==> config.mk <==
export PLATFORM = sky130hd
export DESIGN_NAME = closest_departure_search
export DESIGN_NICKNAME = d
export VERILOG_FILES = /design/src/rtl/cds_pkg.sv /design/src/rtl/closest_departure_search.sv /design/src/rtl/cds_ram.sv
export SDC_FILE = /design/constraint.sdc
export NUM_CORES = 2
export LEC_CHECK = 0
export BUFFER_PORTS_ARGS = -buffer_cell sky130_fd_sc_hd__buf_2
export CORE_MARGIN = 2
export CORE_UTILIZATION = 40
export CTS_CLUSTER_DIAMETER = 50
export DETAILED_ROUTE_END_ITERATION = 6
export PLACE_DENSITY = 0.55
export REMOVE_ABC_BUFFERS = 1
export SKIP_LAST_GASP = 1
export SLEW_MARGIN = 20
export SYNTH_ARGS = -nofsm -noshare
export SYNTH_HDL_FRONTEND = slang
export SYNTH_SLANG_ARGS = --single-unit
export TNS_END_PERCENT = 30
==> constraint.sdc <==
create_clock -name clock -period 7.7 [get_ports clock]
set_clock_uncertainty 0.05 [all_clocks]
set_input_delay 1.54 -clock clock [delete_from_list [all_inputs] [get_ports clock]]
set_output_delay 1.54 -clock clock [all_outputs]
set_load 0.005 [all_outputs]
==> src/rtl/cds_pkg.sv <==
// ----------------------------------------------------------------------------
// cds_pkg
// Shared types and constants for the closest departure search block.
// ----------------------------------------------------------------------------
package cds_pkg;

   // Table geometry
   localparam int MAX_ENTRIES = 64;
   localparam int ADDR_W      = $clog2(MAX_ENTRIES);
   localparam int CNT_W       = $clog2(MAX_ENTRIES + 1);

   // Time encoding: minutes of the day, hour * 60 + minute
   localparam int HOUR_W       = 5;
   localparam int MIN_W        = 6;
   localparam int TIME_W       = 11;
   localparam int ENTRY_W      = 2 * TIME_W;
   localparam int MIN_PER_HOUR = 60;

   // Divide by 60 through a slightly low reciprocal, corrected by one step
   localparam int RECIP_W   = 11;
   localparam int DIV_RECIP = 1092;
   localparam int DIV_SHIFT = 16;
   localparam int PROD_W    = TIME_W + RECIP_W;
   localparam int EST_W     = PROD_W - DIV_SHIFT;

   typedef enum logic [1:0] {
      OP_CLEAR = 2'd0,
      OP_LOAD  = 2'd1,
      OP_QUERY = 2'd2
   } op_type;

   typedef enum logic [1:0] {
      ST_IDLE,
      ST_SCAN,
      ST_DIV,
      ST_FIX
   } state_type;

   typedef struct packed {
      op_type              op;
      logic [HOUR_W-1:0]   depart_hour;
      logic [MIN_W-1:0]    dep_minute;
      logic [HOUR_W-1:0]   arrive_hour;
      logic [MIN_W-1:0]    arr_minute;
      logic [HOUR_W-1:0]   query_hour;
      logic [MIN_W-1:0]    query_minute;
   } req_type;

   typedef struct packed {
      logic                found;
      logic [HOUR_W-1:0]   out_dep_hour;
      logic [MIN_W-1:0]    out_dep_minute;
      logic [HOUR_W-1:0]   out_arr_hour;
      logic [MIN_W-1:0]    out_arr_minute;
      logic                overflowed;
   } rsp_type;

   // Convert hour and minute fields to minutes of the day (60 = 64 - 4)
   function automatic logic [TIME_W-1:0] to_minutes(
      input logic [HOUR_W-1:0] hour,
      input logic [MIN_W-1:0]  minute
   );
      logic [TIME_W-1:0] h64;
      logic [TIME_W-1:0] h4;
      h64 = TIME_W'({hour, 6'b0});
      h4  = TIME_W'({hour, 2'b0});
      return h64 - h4 + TIME_W'(minute);
   endfunction

endpackage

==> src/rtl/closest_departure_search.sv <==
// ----------------------------------------------------------------------------
// closest_departure_search
// Flight table with a nearest-departure query over the stored entries.
// ----------------------------------------------------------------------------
// Usage:
//   Requests arrive on req_valid/req_ready with a req_type payload. A clear
//   request empties the table, a load request appends one flight, and a
//   query request returns the flight whose departure lies nearest the query
//   time (ties to the earlier departure, then the earlier arrival).
//   Only queries produce a response on rsp_valid/rsp_ready.
//   Clear and load complete without leaving idle. A query scans the stored
//   entries, reading the table RAM one entry per cycle, then converts the
//   best flight back to hours and minutes in ST_DIV and ST_FIX; an empty
//   table skips the scan.
//   The block holds one request at a time; req_ready is high while idle.
//   A finished response waits in an output register, so the next request
//   is taken while the receiver stalls. A query that finishes while the
//   previous response is still unread waits until that one is taken.
//   Reset empties the table, clears the overflow flag and drops any
//   pending response. The table RAM needs no clearing pass.
// ----------------------------------------------------------------------------
module closest_departure_search
   import cds_pkg::*;
(
   input  logic    clock,
   input  logic    reset,
   input  logic    req_valid,
   output logic    req_ready,
   input  req_type req_data,
   output logic    rsp_valid,
   input  logic    rsp_ready,
   output rsp_type rsp_data
);

   state_type         state_ff, state_in;
   logic [CNT_W-1:0]  count_ff, count_in;
   logic              ovf_ff, ovf_in;
   logic [CNT_W-1:0]  issue_ff, issue_in;
   logic              pend_ff, pend_in;
   logic [TIME_W-1:0] query_ff, query_in;
   logic              any_ff, any_in;
   logic [TIME_W-1:0] best_dep_ff, best_dep_in;
   logic [TIME_W-1:0] best_arr_ff, best_arr_in;
   logic [TIME_W-1:0] best_dist_ff, best_dist_in;
   logic [EST_W-1:0]  dep_est_ff, dep_est_in;
   logic [EST_W-1:0]  arr_est_ff, arr_est_in;
   logic              rsp_valid_ff, rsp_valid_in;
   rsp_type           rsp_data_ff, rsp_data_in;

   logic               accept;
   logic               wr_en;
   logic [ADDR_W-1:0]  wr_addr;
   logic [ENTRY_W-1:0] wr_data;
   logic               rd_en;
   logic [ADDR_W-1:0]  rd_addr;
   logic [ENTRY_W-1:0] rd_data;

   logic [TIME_W-1:0]  ent_dep;
   logic [TIME_W-1:0]  ent_arr;
   logic [TIME_W-1:0]  gap;
   logic               better;
   logic [PROD_W-1:0]  dep_prod;
   logic [PROD_W-1:0]  arr_prod;
   logic [TIME_W-1:0]  dep_rem;
   logic [TIME_W-1:0]  arr_rem;
   logic [EST_W-1:0]   dep_hr;
   logic [EST_W-1:0]   arr_hr;
   logic [TIME_W-1:0]  dep_mn;
   logic [TIME_W-1:0]  arr_mn;

   // Flight table: arrival in the upper half, departure in the lower half
   cds_ram #(
      .WIDTH (ENTRY_W),
      .DEPTH (MAX_ENTRIES)
   ) u_table (
      .clock   (clock),
      .wr_en   (wr_en),
      .wr_addr (wr_addr),
      .wr_data (wr_data),
      .rd_en   (rd_en),
      .rd_addr (rd_addr),
      .rd_data (rd_data)
   );

   assign accept    = req_valid && req_ready;
   assign req_ready = (state_ff == ST_IDLE);
   assign rsp_valid = rsp_valid_ff;
   assign rsp_data  = rsp_data_ff;

   // Compare the entry read last cycle against the running best
   assign ent_dep = rd_data[TIME_W-1:0];
   assign ent_arr = rd_data[ENTRY_W-1:TIME_W];
   assign gap     = (query_ff > ent_dep) ? (query_ff - ent_dep) : (ent_dep - query_ff);

   always_comb begin
      if (!any_ff) begin
         better = 1'b1;
      end else if (gap != best_dist_ff) begin
         better = gap < best_dist_ff;
      end else if (ent_dep != best_dep_ff) begin
         better = ent_dep < best_dep_ff;
      end else begin
         better = ent_arr < best_arr_ff;
      end
   end

   // Hour estimate from the reciprocal, at most one below the true hour
   assign dep_prod = PROD_W'(best_dep_ff) * PROD_W'(DIV_RECIP);
   assign arr_prod = PROD_W'(best_arr_ff) * PROD_W'(DIV_RECIP);

   // Remainder and one-step correction of the estimate
   assign dep_rem = best_dep_ff - TIME_W'({dep_est_ff, 6'b0}) + TIME_W'({dep_est_ff, 2'b0});
   assign arr_rem = best_arr_ff - TIME_W'({arr_est_ff, 6'b0}) + TIME_W'({arr_est_ff, 2'b0});

   always_comb begin
      if (dep_rem >= TIME_W'(MIN_PER_HOUR)) begin
         dep_hr = dep_est_ff + EST_W'(1);
         dep_mn = dep_rem - TIME_W'(MIN_PER_HOUR);
      end else begin
         dep_hr = dep_est_ff;
         dep_mn = dep_rem;
      end
      if (arr_rem >= TIME_W'(MIN_PER_HOUR)) begin
         arr_hr = arr_est_ff + EST_W'(1);
         arr_mn = arr_rem - TIME_W'(MIN_PER_HOUR);
      end else begin
         arr_hr = arr_est_ff;
         arr_mn = arr_rem;
      end
   end

   // Sequencer: next state, table access and response register
   always_comb begin
      state_in     = state_ff;
      count_in     = count_ff;
      ovf_in       = ovf_ff;
      issue_in     = issue_ff;
      pend_in      = pend_ff;
      query_in     = query_ff;
      any_in       = any_ff;
      best_dep_in  = best_dep_ff;
      best_arr_in  = best_arr_ff;
      best_dist_in = best_dist_ff;
      dep_est_in   = dep_est_ff;
      arr_est_in   = arr_est_ff;
      rsp_valid_in = rsp_valid_ff;
      rsp_data_in  = rsp_data_ff;
      wr_en        = 1'b0;
      wr_addr      = count_ff[ADDR_W-1:0];
      wr_data      = {to_minutes(req_data.arrive_hour, req_data.arr_minute),
                      to_minutes(req_data.depart_hour, req_data.dep_minute)};
      rd_en        = 1'b0;
      rd_addr      = issue_ff[ADDR_W-1:0];

      // Drop the response once it is taken
      if (rsp_valid_ff && rsp_ready) begin
         rsp_valid_in = 1'b0;
      end

      case (state_ff)
         ST_IDLE: begin
            if (accept) begin
               case (req_data.op)
                  OP_CLEAR: begin
                     count_in = '0;
                  end
                  OP_LOAD: begin
                     if (count_ff == CNT_W'(MAX_ENTRIES)) begin
                        ovf_in = 1'b1;
                     end else begin
                        wr_en    = 1'b1;
                        count_in = count_ff + CNT_W'(1);
                     end
                  end
                  OP_QUERY: begin
                     query_in     = to_minutes(req_data.query_hour, req_data.query_minute);
                     any_in       = 1'b0;
                     best_dep_in  = '0;
                     best_arr_in  = '0;
                     best_dist_in = '0;
                     if (count_ff == '0) begin
                        state_in = ST_DIV;
                     end else begin
                        rd_en    = 1'b1;
                        rd_addr  = '0;
                        issue_in = CNT_W'(1);
                        pend_in  = 1'b1;
                        state_in = ST_SCAN;
                     end
                  end
                  default: begin
                  end
               endcase
            end
         end
         ST_SCAN: begin
            // Fold in the entry that arrived, issue the next read
            if (pend_ff && better) begin
               any_in       = 1'b1;
               best_dep_in  = ent_dep;
               best_arr_in  = ent_arr;
               best_dist_in = gap;
            end
            if (issue_ff < count_ff) begin
               rd_en    = 1'b1;
               issue_in = issue_ff + CNT_W'(1);
               pend_in  = 1'b1;
            end else begin
               pend_in  = 1'b0;
            end
            if (!pend_ff) begin
               state_in = ST_DIV;
            end
         end
         ST_DIV: begin
            dep_est_in = dep_prod[PROD_W-1:DIV_SHIFT];
            arr_est_in = arr_prod[PROD_W-1:DIV_SHIFT];
            state_in   = ST_FIX;
         end
         ST_FIX: begin
            // Hold until the output register is free
            if (!rsp_valid_ff || rsp_ready) begin
               rsp_valid_in               = 1'b1;
               rsp_data_in.found          = any_ff;
               rsp_data_in.out_dep_hour   = dep_hr[HOUR_W-1:0];
               rsp_data_in.out_dep_minute = dep_mn[MIN_W-1:0];
               rsp_data_in.out_arr_hour   = arr_hr[HOUR_W-1:0];
               rsp_data_in.out_arr_minute = arr_mn[MIN_W-1:0];
               rsp_data_in.overflowed     = ovf_ff;
               state_in                   = ST_IDLE;
            end
         end
         default: begin
            state_in = ST_IDLE;
         end
      endcase
   end

   // Control registers
   always_ff @(posedge clock) begin
      if (reset) begin
         state_ff     <= ST_IDLE;
         count_ff     <= '0;
         ovf_ff       <= 1'b0;
         issue_ff     <= '0;
         pend_ff      <= 1'b0;
         any_ff       <= 1'b0;
         rsp_valid_ff <= 1'b0;
      end else begin
         state_ff     <= state_in;
         count_ff     <= count_in;
         ovf_ff       <= ovf_in;
         issue_ff     <= issue_in;
         pend_ff      <= pend_in;
         any_ff       <= any_in;
         rsp_valid_ff <= rsp_valid_in;
      end
   end

   // Datapath registers
   always_ff @(posedge clock) begin
      query_ff     <= query_in;
      best_dep_ff  <= best_dep_in;
      best_arr_ff  <= best_arr_in;
      best_dist_ff <= best_dist_in;
      dep_est_ff   <= dep_est_in;
      arr_est_ff   <= arr_est_in;
      rsp_data_ff  <= rsp_data_in;
   end

endmodule

==> src/rtl/cds_ram.sv <==
// ----------------------------------------------------------------------------
// cds_ram
// Generic simple dual-port RAM: one write port, one read port, registered read.
// ----------------------------------------------------------------------------
module cds_ram #(
   parameter int WIDTH = 8,
   parameter int DEPTH = 16
) (
   input  logic                     clock,
   input  logic                     wr_en,
   input  logic [$clog2(DEPTH)-1:0] wr_addr,
   input  logic [WIDTH-1:0]         wr_data,
   input  logic                     rd_en,
   input  logic [$clog2(DEPTH)-1:0] rd_addr,
   output logic [WIDTH-1:0]         rd_data
);

   logic [WIDTH-1:0] mem_ff [DEPTH];
   logic [WIDTH-1:0] rd_data_ff;

   // Write and registered read
   always_ff @(posedge clock) begin
      if (wr_en) begin
         mem_ff[wr_addr] <= wr_data;
      end
      if (rd_en) begin
         rd_data_ff <= mem_ff[rd_addr];
      end
   end

   assign rd_data = rd_data_ff;

endmodule

==> impl_metrics.json <==
{
  "layout-drive-gt1-share": 0.1240,
  "vdd_drop_max_mv": 0.3221,
  "rr_endpoint": "u_table.rd_data[2]",
  "drv_cap": 0,
  "timing.final.crit_share": 0.6639,
  "p_sw_frac": 0.2981,
  "grt_pass1_wl_um": 269500,
  "hold_path.class": "flop to flop",
  "start_util": 0.4018,
  "grt_max_degree": 158,
  "grt_pass1_vias": 37990,
  "cts_tree": "done",
  "instances_no_fill": 6973,
  "leakagePower_nw": 24.87,
  "ys.flop_type": "edfxtp_1",
  "vias": 39838,
  "synth-seq-cells": 1530,
  "ant_nets": 0,
  "crit_path_max_fanout": 56,
  "synth_area_leaders": "edfxtp_1 (69%), ha_1 (3.6%), mux2i_1 (3.5%), nand2_1 (2.7%), a21oi_1 (1.9%)",
  "clkPwrFrac": 0.343,
  "seqPwrFrac": 0.427,
  "antenna_found_initial": 5,
  "dp_hpwl_um": 107100,
  "r2r_cells": 10,
  "routed_wl_um": 186400,
  "cts-root-buf": "clkbuf_16",
  "drt-wirelength-per-cell_um": 26.74,
  "yosys_warnings": 0,
  "io-pin-count": 65,
  "worstPathArrival_ns": 5.54,
  "ctsHoldBuffers": 0,
  "cts_buffer_depth": 3,
  "cellPowerDensity_nw_per_um2": 314.2,
  "io_buffers": 64,
  "synth_edf_count": 1510,
  "cts.repair_timing.setup_buffer_count": 0,
  "internal-power_mw": 16.25,
  "gp_congestion": 0.8689,
  "synth_top_cell_by_area": "edfxtp_1",
  "clkLatencyLatePin_ns": 0.81,
  "cp-start-kind": "input pin",
  "max_slew_margin": 0.2087,
  "grt_usage": 0.2196,
  "rsz0062_at_grt": "no",
  "setup_viol": 0,
  "period_needed_ns": 5.112,
  "grt-ovfl-total": 0,
  "tightest_slew_ns": 1.184,
  "synth.top_cell.area_share": 0.6949,
  "final_max_slew_viol_count": 0,
  "yosysMostFrequentCell": "edfxtp_1",
  "die_x_um": 407.9,
  "firstDrtPassIters": 7,
  "drcViolationCount": 2,
  "min-delay-start": "ovf_ff",
  "hold_violations": 0,
  "ys_top_cells_by_count": "edfxtp_1 (1510), nand2_1 (469), nor2_1 (275)",
  "synth.distinct_cells": 77,
  "placement_rows": 148,
  "avgSynthCellArea_um2": 14.19,
  "combPwrFrac": 0.231,
  "synthCells": 4599,
  "placed_cells": 6670,
  "fp.dieArea_um2": 166400,
  "end_kind": "flop",
  "drt_iter0_drc": 4792,
  "status": "complete, but fails checks",
  "die-height_um": 407.9,
  "hold_depth": 0,
  "cp.required_ns": 8.13,
  "path_class": "input pin to flop",
  "path_clk_slew_ns": 0.06,
  "area_growth_pct": 12.90,
  "switching_power_mw": 6.900,
  "r2r_start": "state_ff[0]",
  "ff2ff_setup_slack_ns": 2.62,
  "synth_seq_area_share": 0.7011,
  "synthArstFlopShare": 0,
  "holdPathEnd": "rsp_data[0]",
  "netlist_area_um2": 65250,
  "final_util": 0.4536,
  "fill_cells": 14365,
  "violations": "DRC",
  "htreeDepth": 4,
  "routed_via_density": 5.713,
  "fin_nets": 4903,
  "ctsResizeCount": 0,
  "cts_made_buffers": 170,
  "fmax_ghz": 0.1956,
  "cts.sinks": 1530,
  "core_um2": 162400
}
## through the flow
step | hold WS (ns) | total power [mW] | TNS [ns] | area (um^2) | setup slack, ns
2_1_floorplan | 0.3588 | 13.96 | -525.62 | 63890 | -17.16
3_3_place_gp | 0.3705 | 15.31 | 0 | 68250 | 1.851
3_5_place_dp | 0.3733 | 15.36 | 0 | 68260 | 1.851
4_1_cts | 0.3766 | 23.28 | 0 | 73660 | 2.672
5_1_grt | 0.4011 | 24.25 | 0 | 73660 | 2.325
6_report | 0.3742 | 23.15 | 0 | 73670 | 2.588
## cells by family (layout without fill, tap and decap cells)
family	Yosys count	in the layout	share of synthesized area
xor+xnor	70	70	0.009396
simple gates	1088	1088	0.07285
buf+inv	408	606	0.02922
flops	1530	1530	0.7011
fa+ha+maj	197	197	0.03893
compound gates	1003	1003	0.1004
mux	303	303	0.04815
other cells	0	1	0
## metal layers
metal,GRT usage,vias up,routed length [um]
li1,-,17759,-
met1,0.3328,20164,85060
met2,0.3235,1670,81160
met5,0,-,0
met4,0.06692,0,4888
met3,0.03491,245,15340
## power groups by stage
stage	clock network [mW]	logic [mW]	registers (mW)
detailed placement	0	5.31	10.1
CTS	8.04	5.36	9.88
finish	7.93	5.34	9.88
global placement	0	5.26	10.1
floorplan	0	3.86	10.1
global route	8.35	6.00	9.90
## critical path: stages
cell	delay (ns)
buf_2	0.14
nand4b_4	0.35
a22oi_4	0.90
buf_4	0.41
buf_4	0.62
o221ai_1	0.25
nand2_1	0.29
o22ai_1	0.23
o31ai_1	0.72
## final cells by class
class                      count  area [um^2]  area share
tap                         2175         2721     0.03694
inverter                     145        544.3    0.007388
clock inverter                91        867.1     0.01177
multi-input combinational   2661        18110      0.2459
sequential                  1530        45750      0.6211
timing repair buffer         159         1134     0.01539
clock buffer                 211         4536     0.06157
antenna                        1        2.502  0.00003397
## how the worst max path moves through the flow
stage	startpoint	slack [ns]	endpoint	cells past startpoint
after floorplan	issue_ff[0]	-17.16	u_table.rd_data[20]	7
after global placement	req_data[33]	1.85	u_table.rd_data[2]	9
after detailed placement	req_data[33]	1.85	u_table.rd_data[2]	9
after CTS	u_table.rd_data[6]	2.67	best_dist_ff[7]	16
after global routing	u_table.rd_data[6]	2.32	best_dist_ff[7]	18
final	req_data[33]	2.59	u_table.rd_data[2]	9
## registers in the layout (all words and copies together) (netlist names)
signal / flops
any_ff: 1
arr_est_ff: 6
best_arr_ff: 11
best_dep_ff: 11
best_dist_ff: 11
count_ff: 7
dep_est_ff: 6
issue_ff: 7
ovf_ff: 1
pend_ff: 1
query_ff: 11
rsp_data: 24
rsp_valid: 1
state_ff: 2
u_table.mem_ff: 1408
u_table.rd_data: 22
## layout by cell type (no fill, tap or decap), types with 22 or more instances in the layout
master	count
nor2_1	202
o21ai_0	161
clkbuf_1	35
ha_1	187
a211oi_1	33
and3_1	27
nor2b_1	29
buf_4	87
o211ai_1	30
clkinv_1	29
a211o_1	22
nor2_2	34
o221ai_1	109
mux2i_1	225
xnor2_1	45
a31oi_1	67
clkbuf_16	176
a22oi_1	25
a22o_1	22
inv_1	141
buf_2	64
nand2_1	466
o22ai_1	146
edfxtp_1	1510
a21oi_1	244
nand3_1	89
nor2_4	41
mux2_2	76
and2_1	22
nor3_1	118
Note: power is estimated with default switching activity, not from simulation.
